## src/hdl/stg_pkg.sv

```systemverilog
// Shared types, constants and the control program of the strip tangent generator.
// Depends on nothing; every other file of the block refers to it by scoped names.
`default_nettype none

package stg_pkg;

  // Fixed-point widths of the datapath.
  localparam int POS_W  = 24;   // Q8.16 position
  localparam int TEX_W  = 16;   // Q2.14 texture coordinate
  localparam int DP_W   = 25;   // position difference
  localparam int DT_W   = 17;   // texture difference
  localparam int PROD_W = 42;   // DP_W x DT_W product
  localparam int DET_W  = 35;   // UV determinant, Q.28
  localparam int NUM_W  = 43;   // numerator, Q.30
  localparam int TAN_W  = 32;   // Q16.16 tangent
  localparam int DIV_STEPS = 32;
  localparam int CNT_W  = $clog2(DIV_STEPS);

  localparam logic [TAN_W-1:0] ONE_Q16 = 32'h0001_0000;
  localparam logic [TAN_W-1:0] TAN_MAX = 32'h7FFF_FFFF;
  localparam logic [TAN_W-1:0] TAN_MIN = 32'h8000_0000;

  // Program steps.
  typedef enum logic [3:0] {
    ST_WAIT, ST_CHK, ST_DIFF, ST_MULD, ST_DET, ST_DP, ST_MULN, ST_NUM,
    ST_ABS, ST_DIVINIT, ST_DIVSTEP, ST_STORE, ST_TRI, ST_SHIFT, ST_LAST0, ST_LAST1
  } step_t;

  // Datapath operations.
  typedef enum logic [3:0] {
    OP_LATCH, OP_NONE, OP_DIFF, OP_MULD, OP_DET, OP_DP, OP_MULN, OP_NUM,
    OP_ABS, OP_DIVINIT, OP_DIVSTEP, OP_STORE, OP_TRI, OP_SHIFT, OP_LAST0, OP_LAST1
  } op_t;

  // Jump conditions; when the condition holds the step counter loads the target.
  typedef enum logic [2:0] {
    CD_NEXT, CD_ALWAYS, CD_NO_IN, CD_OUT_BUSY, CD_FEW, CD_NOT_LAST, CD_DIV_BUSY,
    CD_MORE_COMP
  } cond_t;

  typedef struct packed {
    op_t   op;
    cond_t cond;
    step_t target;
  } uword_t;

  typedef struct packed {
    logic init;
    logic step;
  } div_ctrl_t;

  typedef struct packed {
    logic busy;
    logic ovf;
  } div_stat_t;

  // The control store.
  function automatic uword_t ucode(step_t s);
    uword_t w;
    case (s)
      ST_WAIT:    w = '{OP_LATCH,   CD_NO_IN,     ST_WAIT};
      ST_CHK:     w = '{OP_NONE,    CD_FEW,       ST_SHIFT};
      ST_DIFF:    w = '{OP_DIFF,    CD_NEXT,      ST_WAIT};
      ST_MULD:    w = '{OP_MULD,    CD_NEXT,      ST_WAIT};
      ST_DET:     w = '{OP_DET,     CD_NEXT,      ST_WAIT};
      ST_DP:      w = '{OP_DP,      CD_NEXT,      ST_WAIT};
      ST_MULN:    w = '{OP_MULN,    CD_NEXT,      ST_WAIT};
      ST_NUM:     w = '{OP_NUM,     CD_NEXT,      ST_WAIT};
      ST_ABS:     w = '{OP_ABS,     CD_NEXT,      ST_WAIT};
      ST_DIVINIT: w = '{OP_DIVINIT, CD_NEXT,      ST_WAIT};
      ST_DIVSTEP: w = '{OP_DIVSTEP, CD_DIV_BUSY,  ST_DIVSTEP};
      ST_STORE:   w = '{OP_STORE,   CD_MORE_COMP, ST_DP};
      ST_TRI:     w = '{OP_TRI,     CD_OUT_BUSY,  ST_TRI};
      ST_SHIFT:   w = '{OP_SHIFT,   CD_NOT_LAST,  ST_WAIT};
      ST_LAST0:   w = '{OP_LAST0,   CD_OUT_BUSY,  ST_LAST0};
      ST_LAST1:   w = '{OP_LAST1,   CD_OUT_BUSY,  ST_LAST1};
      default:    w = '{OP_NONE,    CD_ALWAYS,    ST_WAIT};
    endcase
    return w;
  endfunction

endpackage

`default_nettype wire

```

## src/hdl/stg_divider.sv

```systemverilog
// Restoring divider, one quotient bit per cycle while ctrl.step is high, for |num| * 2^14 / |det|.
// Depends on stg_pkg for widths and the control and status structs.
`default_nettype none

module stg_divider (
  input  wire logic                      clk,
  input  wire logic                      rst_n,
  input  wire stg_pkg::div_ctrl_t        ctrl,
  input  wire logic [stg_pkg::NUM_W-1:0] an,
  input  wire logic [stg_pkg::DET_W-1:0] ad,
  output      logic [stg_pkg::TAN_W-1:0] quot,
  output      stg_pkg::div_stat_t        stat
);

  localparam int DW = stg_pkg::DET_W;
  localparam int NW = stg_pkg::NUM_W;
  localparam int QW = stg_pkg::TAN_W;
  localparam int CW = stg_pkg::CNT_W;
  // The dividend is an * 2^14; its low QW bits are shifted in one per step.
  localparam int LOW_AN = QW - 14;

  logic [DW-1:0] rem_r, rem_nxt;
  logic [QW-1:0] sh_r, sh_nxt;
  logic [QW-1:0] q_r, q_nxt;
  logic [CW-1:0] cnt_r, cnt_nxt;
  logic          ovf_r, ovf_nxt;
  logic [DW:0]   trial;
  logic          qbit;

  always_comb begin
    trial   = {rem_r, sh_r[QW-1]} - {1'b0, ad};
    qbit    = ~trial[DW];
    rem_nxt = rem_r;
    sh_nxt  = sh_r;
    q_nxt   = q_r;
    cnt_nxt = cnt_r;
    ovf_nxt = ovf_r;
    if (ctrl.init) begin
      rem_nxt = DW'(an >> LOW_AN);
      sh_nxt  = {an[LOW_AN-1:0], 14'b0};
      q_nxt   = '0;
      cnt_nxt = CW'(stg_pkg::DIV_STEPS - 1);
      // The quotient would not fit below 2^31: the result saturates.
      ovf_nxt = {(QW - 14 + DW - NW)'(0), an} >= {1'b0, ad, (QW - 15)'(0)};
    end else if (ctrl.step) begin
      rem_nxt = qbit ? trial[DW-1:0] : {rem_r[DW-2:0], sh_r[QW-1]};
      sh_nxt  = {sh_r[QW-2:0], 1'b0};
      q_nxt   = {q_r[QW-2:0], qbit};
      if (cnt_r != '0) begin
        cnt_nxt = cnt_r - 1'b1;
      end
    end
  end

  always_ff @(posedge clk) begin
    if (!rst_n) begin
      cnt_r <= '0;
    end else begin
      cnt_r <= cnt_nxt;
    end
  end

  always_ff @(posedge clk) begin
    rem_r <= rem_nxt;
    sh_r  <= sh_nxt;
    q_r   <= q_nxt;
    ovf_r <= ovf_nxt;
  end

  assign quot = q_r;
  assign stat = '{busy: (cnt_r != '0), ovf: ovf_r};

endmodule

`default_nettype wire

```

## src/hdl/strip_tangent_generator_unit.sv

```systemverilog
// Top level of the strip tangent generator: microcoded sequencer and datapath.
// Depends on stg_pkg and instantiates stg_divider.
`default_nettype none

// Usage
// The input channel carries one vertex per beat: a Q8.16 position, a Q2.14
// texture coordinate and a flag that marks the last vertex of a batch. A beat
// moves when in_valid is high and in_stall is low. The result channel carries
// one Q16.16 tangent per beat with a degenerate flag and a last flag, and moves
// when out_valid is high and out_stall is low.
// A vertex is taken only while the sequencer waits at its first step. From the
// third vertex of a batch on, the block computes the triangle tangent with two
// shared multipliers and one bit-serial divider used in turn for x, y and z.
// Such a vertex passes five setup steps, then for each of x, y and z the
// difference, multiply, subtract, magnitude, divider load, divider and store
// steps, then the result and shift steps. The first two vertices pass only
// the wait, check and shift steps. A last vertex adds two result beats
// holding the latest tangent, or (1,1,1) for a short batch.
// The single output register lets the next vertex be taken while a result
// waits; a stalled receiver holds the sequencer only at a step that must
// hand over a new result. Synchronous reset clears the batch and the output.

module strip_tangent_generator_unit (
  input  wire logic                       clk,
  input  wire logic                       rst_n,
  input  wire logic                       in_valid,
  output      logic                       in_stall,
  input  wire logic signed [23:0]         in_pos_x,
  input  wire logic signed [23:0]         in_pos_y,
  input  wire logic signed [23:0]         in_pos_z,
  input  wire logic signed [15:0]         in_tex_u,
  input  wire logic signed [15:0]         in_tex_v,
  input  wire logic                       in_last_vertex,
  output      logic                       out_valid,
  input  wire logic                       out_stall,
  output      logic signed [31:0]         out_tan_x,
  output      logic signed [31:0]         out_tan_y,
  output      logic signed [31:0]         out_tan_z,
  output      logic                       out_degenerate,
  output      logic                       out_last_result
);

  localparam int PW  = stg_pkg::POS_W;
  localparam int TW  = stg_pkg::TEX_W;
  localparam int DPW = stg_pkg::DP_W;
  localparam int DTW = stg_pkg::DT_W;
  localparam int MW  = stg_pkg::PROD_W;
  localparam int DEW = stg_pkg::DET_W;
  localparam int NMW = stg_pkg::NUM_W;
  localparam int QW  = stg_pkg::TAN_W;

  // Sequencer state.
  stg_pkg::step_t  step_r, step_nxt;
  stg_pkg::uword_t uw;
  logic            jump;
  logic [1:0]      comp_r, comp_nxt;
  logic [1:0]      seen_r, seen_nxt;

  // Vertex storage: the current vertex and the two before it.
  logic signed [PW-1:0] cur_p_r [3], cur_p_nxt [3];
  logic signed [TW-1:0] cur_uv_r [2], cur_uv_nxt [2];
  logic                 last_r, last_nxt;
  logic signed [PW-1:0] p0_r [3], p0_nxt [3];
  logic signed [PW-1:0] p1_r [3], p1_nxt [3];
  logic signed [TW-1:0] uv0_r [2], uv0_nxt [2];
  logic signed [TW-1:0] uv1_r [2], uv1_nxt [2];

  // Arithmetic registers.
  logic signed [DTW-1:0] du1_r, du1_nxt, dv1_r, dv1_nxt;
  logic signed [DTW-1:0] du2_r, du2_nxt, dv2_r, dv2_nxt;
  logic signed [DPW-1:0] dp1_r, dp1_nxt, dp2_r, dp2_nxt;
  logic signed [MW-1:0]  prod_a_r, prod_a_nxt, prod_b_r, prod_b_nxt;
  logic signed [DEW-1:0] det_r, det_nxt;
  logic signed [NMW-1:0] num_r, num_nxt;
  logic [NMW-1:0]        an_r, an_nxt;
  logic [DEW-1:0]        ad_r, ad_nxt;
  logic                  neg_r, neg_nxt;

  // Multiplier operands, shared by the determinant and numerator steps.
  logic signed [DPW-1:0] ma0, ma1;
  logic signed [DTW-1:0] mb1;
  logic signed [MW-1:0]  mp0, mp1;

  // Held tangent and the output register.
  logic [QW-1:0] held_r [3], held_nxt [3];
  logic          held_deg_r, held_deg_nxt;
  logic [QW-1:0] res;
  logic          out_free;
  logic          out_valid_r, out_valid_nxt;
  logic [QW-1:0] out_tan_r [3], out_tan_nxt [3];
  logic          out_deg_r, out_deg_nxt, out_last_r, out_last_nxt;

  // Divider.
  stg_pkg::div_ctrl_t dctrl;
  stg_pkg::div_stat_t dstat;
  logic [QW-1:0]      quot;

  stg_divider u_div (
    .clk   (clk),
    .rst_n (rst_n),
    .ctrl  (dctrl),
    .an    (an_r),
    .ad    (ad_r),
    .quot  (quot),
    .stat  (dstat)
  );

  assign uw       = stg_pkg::ucode(step_r);
  assign in_stall = (step_r != stg_pkg::ST_WAIT);
  assign out_free = !out_valid_r || !out_stall;

  // Jump decision of the current control word.
  always_comb begin
    case (uw.cond)
      stg_pkg::CD_NEXT:      jump = 1'b0;
      stg_pkg::CD_ALWAYS:    jump = 1'b1;
      stg_pkg::CD_NO_IN:     jump = !in_valid;
      stg_pkg::CD_OUT_BUSY:  jump = !out_free;
      stg_pkg::CD_FEW:       jump = (seen_r < 2'd2);
      stg_pkg::CD_NOT_LAST:  jump = !last_r;
      stg_pkg::CD_DIV_BUSY:  jump = dstat.busy;
      stg_pkg::CD_MORE_COMP: jump = (comp_r != 2'd2);
      default:               jump = 1'b0;
    endcase
    step_nxt = jump ? uw.target : stg_pkg::step_t'(step_r + 4'd1);
  end

  // Multiplier operand selection: determinant terms or numerator terms.
  always_comb begin
    if (uw.op == stg_pkg::OP_MULD) begin
      ma0 = DPW'(du1_r);
      ma1 = DPW'(dv1_r);
      mb1 = du2_r;
    end else begin
      ma0 = dp1_r;
      ma1 = dp2_r;
      mb1 = dv1_r;
    end
  end

  assign mp0 = ma0 * dv2_r;
  assign mp1 = ma1 * mb1;

  // Saturated, signed quotient of the current component, or zero for a zero determinant.
  always_comb begin
    if (det_r == '0) begin
      res = '0;
    end else if (dstat.ovf) begin
      res = neg_r ? stg_pkg::TAN_MIN : stg_pkg::TAN_MAX;
    end else begin
      res = neg_r ? (~quot + 1'b1) : quot;
    end
  end

  // Datapath actions of each operation.
  always_comb begin
    comp_nxt      = comp_r;
    seen_nxt      = seen_r;
    cur_p_nxt     = cur_p_r;
    cur_uv_nxt    = cur_uv_r;
    last_nxt      = last_r;
    p0_nxt        = p0_r;
    p1_nxt        = p1_r;
    uv0_nxt       = uv0_r;
    uv1_nxt       = uv1_r;
    du1_nxt       = du1_r;
    dv1_nxt       = dv1_r;
    du2_nxt       = du2_r;
    dv2_nxt       = dv2_r;
    dp1_nxt       = dp1_r;
    dp2_nxt       = dp2_r;
    prod_a_nxt    = prod_a_r;
    prod_b_nxt    = prod_b_r;
    det_nxt       = det_r;
    num_nxt       = num_r;
    an_nxt        = an_r;
    ad_nxt        = ad_r;
    neg_nxt       = neg_r;
    held_nxt      = held_r;
    held_deg_nxt  = held_deg_r;
    out_valid_nxt = out_valid_r && out_stall;
    out_tan_nxt   = out_tan_r;
    out_deg_nxt   = out_deg_r;
    out_last_nxt  = out_last_r;
    dctrl         = '0;

    case (uw.op)
      stg_pkg::OP_LATCH: begin
        if (in_valid) begin
          cur_p_nxt[0]  = in_pos_x;
          cur_p_nxt[1]  = in_pos_y;
          cur_p_nxt[2]  = in_pos_z;
          cur_uv_nxt[0] = in_tex_u;
          cur_uv_nxt[1] = in_tex_v;
          last_nxt      = in_last_vertex;
        end
      end
      stg_pkg::OP_DIFF: begin
        du1_nxt  = DTW'(uv1_r[0]) - DTW'(uv0_r[0]);
        dv1_nxt  = DTW'(uv1_r[1]) - DTW'(uv0_r[1]);
        du2_nxt  = DTW'(cur_uv_r[0]) - DTW'(uv0_r[0]);
        dv2_nxt  = DTW'(cur_uv_r[1]) - DTW'(uv0_r[1]);
        comp_nxt = 2'd0;
      end
      stg_pkg::OP_MULD, stg_pkg::OP_MULN: begin
        prod_a_nxt = mp0;
        prod_b_nxt = mp1;
      end
      stg_pkg::OP_DET: begin
        det_nxt = DEW'(prod_a_r - prod_b_r);
      end
      stg_pkg::OP_DP: begin
        dp1_nxt = DPW'(p1_r[comp_r]) - DPW'(p0_r[comp_r]);
        dp2_nxt = DPW'(cur_p_r[comp_r]) - DPW'(p0_r[comp_r]);
      end
      stg_pkg::OP_NUM: begin
        num_nxt = NMW'(prod_a_r) - NMW'(prod_b_r);
      end
      stg_pkg::OP_ABS: begin
        an_nxt  = num_r[NMW-1] ? NMW'(-num_r) : NMW'(num_r);
        ad_nxt  = det_r[DEW-1] ? DEW'(-det_r) : DEW'(det_r);
        neg_nxt = num_r[NMW-1] ^ det_r[DEW-1];
      end
      stg_pkg::OP_DIVINIT: begin
        dctrl.init = 1'b1;
      end
      stg_pkg::OP_DIVSTEP: begin
        dctrl.step = 1'b1;
      end
      stg_pkg::OP_STORE: begin
        held_nxt[comp_r] = res;
        held_deg_nxt     = (det_r == '0);
        comp_nxt         = comp_r + 2'd1;
      end
      stg_pkg::OP_TRI, stg_pkg::OP_LAST0, stg_pkg::OP_LAST1: begin
        if (out_free) begin
          out_valid_nxt = 1'b1;
          out_tan_nxt   = held_r;
          out_deg_nxt   = held_deg_r;
          out_last_nxt  = (uw.op == stg_pkg::OP_LAST1);
          if (uw.op == stg_pkg::OP_LAST1) begin
            // The batch is over: back to the reset values.
            seen_nxt     = 2'd0;
            held_deg_nxt = 1'b0;
            for (int i = 0; i < 3; i++) begin
              held_nxt[i] = stg_pkg::ONE_Q16;
            end
          end
        end
      end
      stg_pkg::OP_SHIFT: begin
        p0_nxt  = p1_r;
        p1_nxt  = cur_p_r;
        uv0_nxt = uv1_r;
        uv1_nxt = cur_uv_r;
        if (seen_r < 2'd2) begin
          seen_nxt = seen_r + 2'd1;
        end
      end
      default: begin
      end
    endcase
  end

  // Control state.
  always_ff @(posedge clk) begin
    if (!rst_n) begin
      step_r      <= stg_pkg::ST_WAIT;
      comp_r      <= 2'd0;
      seen_r      <= 2'd0;
      out_valid_r <= 1'b0;
      held_deg_r  <= 1'b0;
      for (int i = 0; i < 3; i++) begin
        held_r[i] <= stg_pkg::ONE_Q16;
      end
    end else begin
      step_r      <= step_nxt;
      comp_r      <= comp_nxt;
      seen_r      <= seen_nxt;
      out_valid_r <= out_valid_nxt;
      held_deg_r  <= held_deg_nxt;
      held_r      <= held_nxt;
    end
  end

  // Payload registers.
  always_ff @(posedge clk) begin
    cur_p_r    <= cur_p_nxt;
    cur_uv_r   <= cur_uv_nxt;
    last_r     <= last_nxt;
    p0_r       <= p0_nxt;
    p1_r       <= p1_nxt;
    uv0_r      <= uv0_nxt;
    uv1_r      <= uv1_nxt;
    du1_r      <= du1_nxt;
    dv1_r      <= dv1_nxt;
    du2_r      <= du2_nxt;
    dv2_r      <= dv2_nxt;
    dp1_r      <= dp1_nxt;
    dp2_r      <= dp2_nxt;
    prod_a_r   <= prod_a_nxt;
    prod_b_r   <= prod_b_nxt;
    det_r      <= det_nxt;
    num_r      <= num_nxt;
    an_r       <= an_nxt;
    ad_r       <= ad_nxt;
    neg_r      <= neg_nxt;
    out_tan_r  <= out_tan_nxt;
    out_deg_r  <= out_deg_nxt;
    out_last_r <= out_last_nxt;
  end

  assign out_valid       = out_valid_r;
  assign out_tan_x       = out_tan_r[0];
  assign out_tan_y       = out_tan_r[1];
  assign out_tan_z       = out_tan_r[2];
  assign out_degenerate  = out_deg_r;
  assign out_last_result = out_last_r;

endmodule

`default_nettype wire

```

## config.mk

```make
export PLATFORM = sky130hd
export DESIGN_NAME = strip_tangent_generator_unit
export DESIGN_NICKNAME = d
export VERILOG_FILES = /design/src/hdl/stg_pkg.sv /design/src/hdl/stg_divider.sv /design/src/hdl/strip_tangent_generator_unit.sv
export SDC_FILE = /design/constraint.sdc
export NUM_CORES = 2
export LEC_CHECK = 0
export ABC_AREA = 1
export BUFFER_PORTS_ARGS = -buffer_cell sky130_fd_sc_hd__buf_2
export CORE_MARGIN = 3
export CORE_UTILIZATION = 64
export DETAILED_ROUTE_END_ITERATION = 16
export PLACE_DENSITY = 0.81
export SKIP_CTS_REPAIR_TIMING = 1
export SYNTH_ARGS = -nofsm -noshare
export SYNTH_HDL_FRONTEND = slang
export SYNTH_SLANG_ARGS = --single-unit
```

## constraint.sdc

```tcl
create_clock -name clk -period 11.55 [get_ports clk]
set_clock_uncertainty 0.2 [all_clocks]
set_input_delay 0.5775 -clock clk [delete_from_list [all_inputs] [get_ports clk]]
set_output_delay 0.5775 -clock clk [all_outputs]
set_load 0.02 [all_outputs]
```

Word level (Yosys, flattened, before mapping)

Memories as Yosys holds them, arrays and structs flattened. A register that Yosys moved wholly into a read port is not among the register bits.
Index checks and enable logic that the tools add are counted.

ROM bits: 176
Memories: 1
Input bits: 109
Output and inout port bits: 100
Logic and storage cells: 174
Bits in registers: 967

Add/subtract/negate cells: 16
Reduce and logical (&&, ||, !) cells: 25
Mux-type cells: 47
Bitwise gates (word level): 4
Eq/ne operators: 25
Order comparisons: 4
Multiply operators: 2

Memories:

| name            | words | bits a word | rd ports | clocked after memory_dff | wr ports | RTL line      | RTL |
|---|---|---|---|---|---|---|---|
| (no name shown) | 16    | 11          | 1        | 1                        | 0        | stg_pkg.sv:60 | `case (s)` |

Operators with widths:

| cell                                          | number |
|---|---|
| two-way mux 32 bit                            | 7 |
| two-way mux 96 bit                            | 2 |
| one-hot mux 96 bit (2 select lines)           | 1 |
| binary-select mux 24 bit (select 2 bit)       | 3 |
| two-way mux 24 bit                            | 6 |
| two-way mux 25 bit                            | 4 |
| bitwise mux 96 bit                            | 1 |
| multiplier 25 x 17 -> 42 bit                  | 2 |
| subtractor 16 x 16 -> 17 bit                  | 4 |
| demux 32 bit (select 2 bit)                   | 1 |
| greater-or-equal comparator 43 x 52 -> 1 bit  | 1 |
| subtractor 24 x 24 -> 25 bit                  | 2 |
| negator 43 bit                                | 1 |
| subtractor 42 x 42 -> 43 bit                  | 1 |
| two-way mux 42 bit                            | 1 |
| subtractor 36 x 35 -> 36 bit                  | 1 |
| zero test 35 bit                              | 1 |
| two-way mux 35 bit                            | 1 |
| negator 35 bit                                | 1 |
| subtractor 35 bit                             | 1 |
| two-way mux 34 bit                            | 1 |
| adder 32 x 1 -> 32 bit, second input constant | 1 |
| == test 4 bit, second input constant          | 8 |
| inverter 32 bit                               | 1 |
| 36 further kinds                              | 70 |

Longest topological paths before layout

Depth after elaboration: 7
Mapped depth: 33

Cells and area by module

A second synthesis with hierarchy kept.

Cells, all modules: 8,714
Area, all modules: 79,346.1 µm²

Modules (own cells, without submodules):

| module                       | area each (µm²) | cells each | sequential area each (µm²) | times used |
|---|---|---|---|---|
| strip_tangent_generator_unit | 72,071.6        | 7,600      | 25,464.4                   | 1 |
| stg_divider                  | 7,274.5         | 1,114      | 2,262.2                    | 1 |

Least setup slack after synthesis

No wires, ideal clock.

Path kind: reg-to-reg
Start: register, netlist name uw[7]
End: register p0_r[0] in the netlist's numbering (enable)
Cell stages (with the launch flop): 5
Clock period less this slack: 10.266 ns
Data required time: 10.569 ns
Slack: 1.284 ns
Arrival time: 9.285 ns
Path buffers: 0
Cells stage by stage: dfxtp_1 -> inv_1 -> nor2_1 -> inv_1 -> nor2_1

Word-level cells in the longest chain between the ends: 1

RTL lines:

| what                 | RTL line                            | RTL |
|---|---|---|
| == test 4 bit        | strip_tangent_generator_unit.sv:187 | `case (uw.op)` |
| end signal, assigned | strip_tangent_generator_unit.sv:291 | `p0_r <= p0_nxt;` |
| end, declared        | strip_tangent_generator_unit.sv:63  | `logic signed [PW-1:0] p0_r [3], p0_nxt [3];` |

Every way passes these cells.
A chain may end at the register's enable or synchronous reset.

Worst setup path in the final report

Start: register, netlist name uw[9]
End: register prod_b_r[24], data pin

Word-level cells in the longest chain between the ends: 3

RTL lines:

| what                                                     | RTL line                            | RTL |
|---|---|---|
| == test 4 x 2 -> 1 bit *                                 | strip_tangent_generator_unit.sv:130 | `if (uw.op == stg_pkg::OP_MULD) begin` |
| two-way mux 25 bit or two-way mux 17 bit (tied branches) | strip_tangent_generator_unit.sv:130 |  |
| multiplier 25 x 17 -> 42 bit *                           | strip_tangent_generator_unit.sv:142 | `assign mp1 = ma1 * mb1;` |
| via mp1[24]                                              | strip_tangent_generator_unit.sv:82  | `logic signed [MW-1:0] mp0, mp1;` |
| end signal, assigned                                     | strip_tangent_generator_unit.sv:302 | `prod_b_r <= prod_b_nxt;` |
| end, declared                                            | strip_tangent_generator_unit.sv:72  | `logic signed [MW-1:0] prod_a_r, prod_a_nxt, prod_b_r, prod_b_nxt;` |

The timed path passes the listed nets; every way through them passes the cells marked *.

==> metrics.md <==
| Metric | Value |
|---|---|
| Cell repeated most along the worst path | inv_1 |
| Post-synth top area share | 0.308 |
| Final setup TNS | 0 ps |
| Fin util | 0.707 |
| First-pass GRT wire length | 345 mm |
| CP required | ~12,000 ps |
| Std cell rows | approximately 130 |
| Htree depth | 3 |
| GPL Wtd Cong | 1.02 |
| Largest family of logic cells by synthesized area | adder cells |
| Synthesized area per cell | 9.02 sq um |
| GRT Util Overall | 0.351 |
| Clock root buffer | clkbuf_16 |
| Buffers on Ports | 208 |
| Crit. End Element | flip-flop |
| Vias/cell | 5.77 |
| Total grt overflow | 0 |
| Worst-path clk slew | 60 ps |
| Post-Synth Simple-Gate Area | 0.172 |
| Routed WL per cell | 21.1 um |
| Final critical-path share of the clock period | 0.798 |
| Ports | approximately 210 |
| Final HPWL DP | 176 mm |
| # clock sinks | between 900 and 1,000 |
| Crit-path max cell delay | approximately 700 ps |
| Initial antenna violation count | 4 |
| RSZ-0062 raised after global routing | false |
| Fillers | 9,369 |
| Most frequent cell after synthesis | nand2_1 |
| Setup Crit Path Kind | reg -> reg |
| Clock Latency Late Sink | 730 ps |
| Crit path DAT | 9520 ps |
| Remaining DRCs | 0 |
| Core Footprint | 122,000 sq um |
| Xor and xnor area share after synthesis | 0.0348 |
| Initial Utilization | 0.648 |
| DIE WIDTH | 358 um |
| Fmax | 108 MHz |
| Nets@finish | ~10,000 |
| Number of synthesized flops with an enable pin | 814 |
| Routed Antenna Nets | 0 |
| Slew margin rel. | 0.149 |
| Crit-path max FO | 60 |
| Fin. Hold Viols | 0 |
| First-iteration detailed-routing DRC count | roughly 6,600 |
| Commonest cells in the netlist | 1,726 x nand2_1, 1,615 x inv_1, 989 x nor2_1 |
| Syn. warnings | 0 |
| Area Growth Syn to Fin | 9.03% |
| Endpoints failing setup | 0 |
| Maxcap violations | 0 |
| Cells after Synth | 8,799 |
| Compound-Gate Fraction of Synth Area | 0.0741 |
| Mapped cell area | between 70,000 and 80,000 sq um |
| Clock Path Buffers | 3 |
| Worst Max-Slew Pin Slew | 1280 ps |
| Die H | ~360 um |
| Leading area contributor after synthesis | edfxtp_1 |
| Via Count | 62,200 |
| Vias in the first global route | 62,000 |
| Slowest cell on crit path | clkinv_2 |
| Status | complete, no violations |
| Dominant synthesized flop cell | edfxtp_1 |
| Startpoint Class | flip-flop |
| Post-synthesis mux area share | 0.000126 |
| First drt pass iteration count | 8 |
| Final Critical Period | around 9000 ps |
| Post-placement cell area | 82,000 sq um |
| Count of pins over their slew limit | 0 |
| Async SR Flop Fraction | 0 |
| Register bit total from synthesis | 978 |
| Largest net degree at the start of global routing | 173 |
| Hold Path Class | reg -> reg |
| DRT Wirelength | 227 mm |
| Die ar. | around 130,000 sq um |
| Final instance area | 86,500 sq um |
| Top cells by area, synth | edfxtp_1 31%, fa_1 21%, nand2_1 8.2% |
| Sequential share of the synthesized area | 0.350 |
| Post-synthesis adder-cell area fraction | 0.279 |
| Layout cell share with drive strength beyond 1 | 0.0658 |
| Distinct cells, synth | 63 |
| CTS tree | yes |
| TritonCTS buffer count | a little under 100 |
| Mapped Nets | 10,200 |
## kinds of logic (layout without fill, tap and decap cells)
group                      count (synthesis)  after routing
other                                      0              2
xor gates and xnor gates                 315            315
AOI/OAI and AO/OA                       1036           1036
buffers and inverters                   1867           2215
adders and majority gates               1266           1266
DFF                                      978            978
and+or+nand+nor                         3336           3336
muxes                                      1              1
## flip-flops by register name (all words and copies together), names as in the netlist, 25 cells and up
register     flops
num_r           43
ad_r            35
cur_uv_r        32
dp1_r           25
p0_r            72
dp2_r           25
out_tan_x       32
u_div.quot      32
cur_p_r         72
out_tan_z       32
uv0_r           32
an_r            43
p1_r            72
prod_a_r        42
held_r          96
u_div.rem_r     35
prod_b_r        42
out_tan_y       32
det_r           35
uv1_r           32
## stage by stage
stage               setup slack [ps]  hold slack [ps]  std cells
finish                          2330              225      10800
global route                    1970              241      10800
CTS                             2440             -237      10700
detailed placement              2530              216      10500
global placement                2400              212      10500
floorplan                       1280              209       8799
## area by class of cell
class,instances,area (sq um),share of cell area
clock buffers,111,2520,0.0291
flip-flops and latches,978,27700,0.321
clock inverters,70,880,0.0102
multi-input cells,5954,44500,0.515
well taps,1625,2030,0.0235
diodes,2,5.00,0.0000579
inverters,1657,6220,0.0719
repair buffers,377,2590,0.0299
## worst max-delay path: cells and delay by family, from the launching register on
kind / cells / cell delay (ps)
DFF: 1 / 330
adders and majority gates: 7 / 3430
buffers and inverters: 12 / 2840
and+or+nand+nor: 8 / 1510
AOI/OAI and AO/OA: 2 / 290
xor gates and xnor gates: 1 / 330
## final timing paths
check | slack, ps | from | cells after the start | endpoint
worst max-delay path | 2330 | uw[9]$_DFF_P_ | 30 | prod_b_r[24]$_DFFE_PP_
worst min-delay path | 220 | num_r[0]$_DFFE_PN_ | 0 | an_r[0]$_DFFE_PN_
worst max register to register | 2330 | uw[9]$_DFF_P_ | 30 | prod_b_r[24]$_DFFE_PP_
worst min register to register | 220 | num_r[0]$_DFFE_PN_ | 0 | an_r[0]$_DFFE_PN_
## cell usage in the layout (no fill, tap or decap), drive strengths merged, types with 3 or more instances in the layout
cell type / netlist / layout
a211oi: 9 / 9
a21boi: 17 / 17
a21o: 29 / 29
a21oi: 413 / 413
a2bb2oi: 24 / 24
a31oi: 44 / 44
a32oi: 3 / 3
and2: 5 / 5
buf: 108 / 270
bufinv: 0 / 15
clkbuf: 102 / 111
clkinv: 5 / 45
clkinvlp: 0 / 8
dfxtp: 164 / 164
dlygate4sd3: 0 / 107
edfxtp: 814 / 814
fa: 840 / 840
ha: 426 / 426
inv: 1652 / 1659
nand2: 1754 / 1754
nand3: 385 / 385
nand3b: 18 / 18
nand4: 45 / 45
nor2: 1000 / 1000
nor3: 71 / 71
nor4: 21 / 21
o211ai: 10 / 10
o21a: 13 / 13
o21ai: 399 / 399
o21bai: 36 / 36
o22ai: 22 / 22
o31ai: 10 / 10
or2: 34 / 34
xnor2: 119 / 119
xor2: 196 / 196
## routing by layer
metal	vias to the layer above	part of all wire	track usage
met5	-	0.00012	0
met4	4	0.047	0.150
met3	512	0.085	0.0586
met2	3079	0.48	0.581
met1	30200	0.39	0.460
li1	28400	-	-
Power is not shown: default switching activity piles up to over one toggle a cycle in this logic, so the estimate is an artifact.
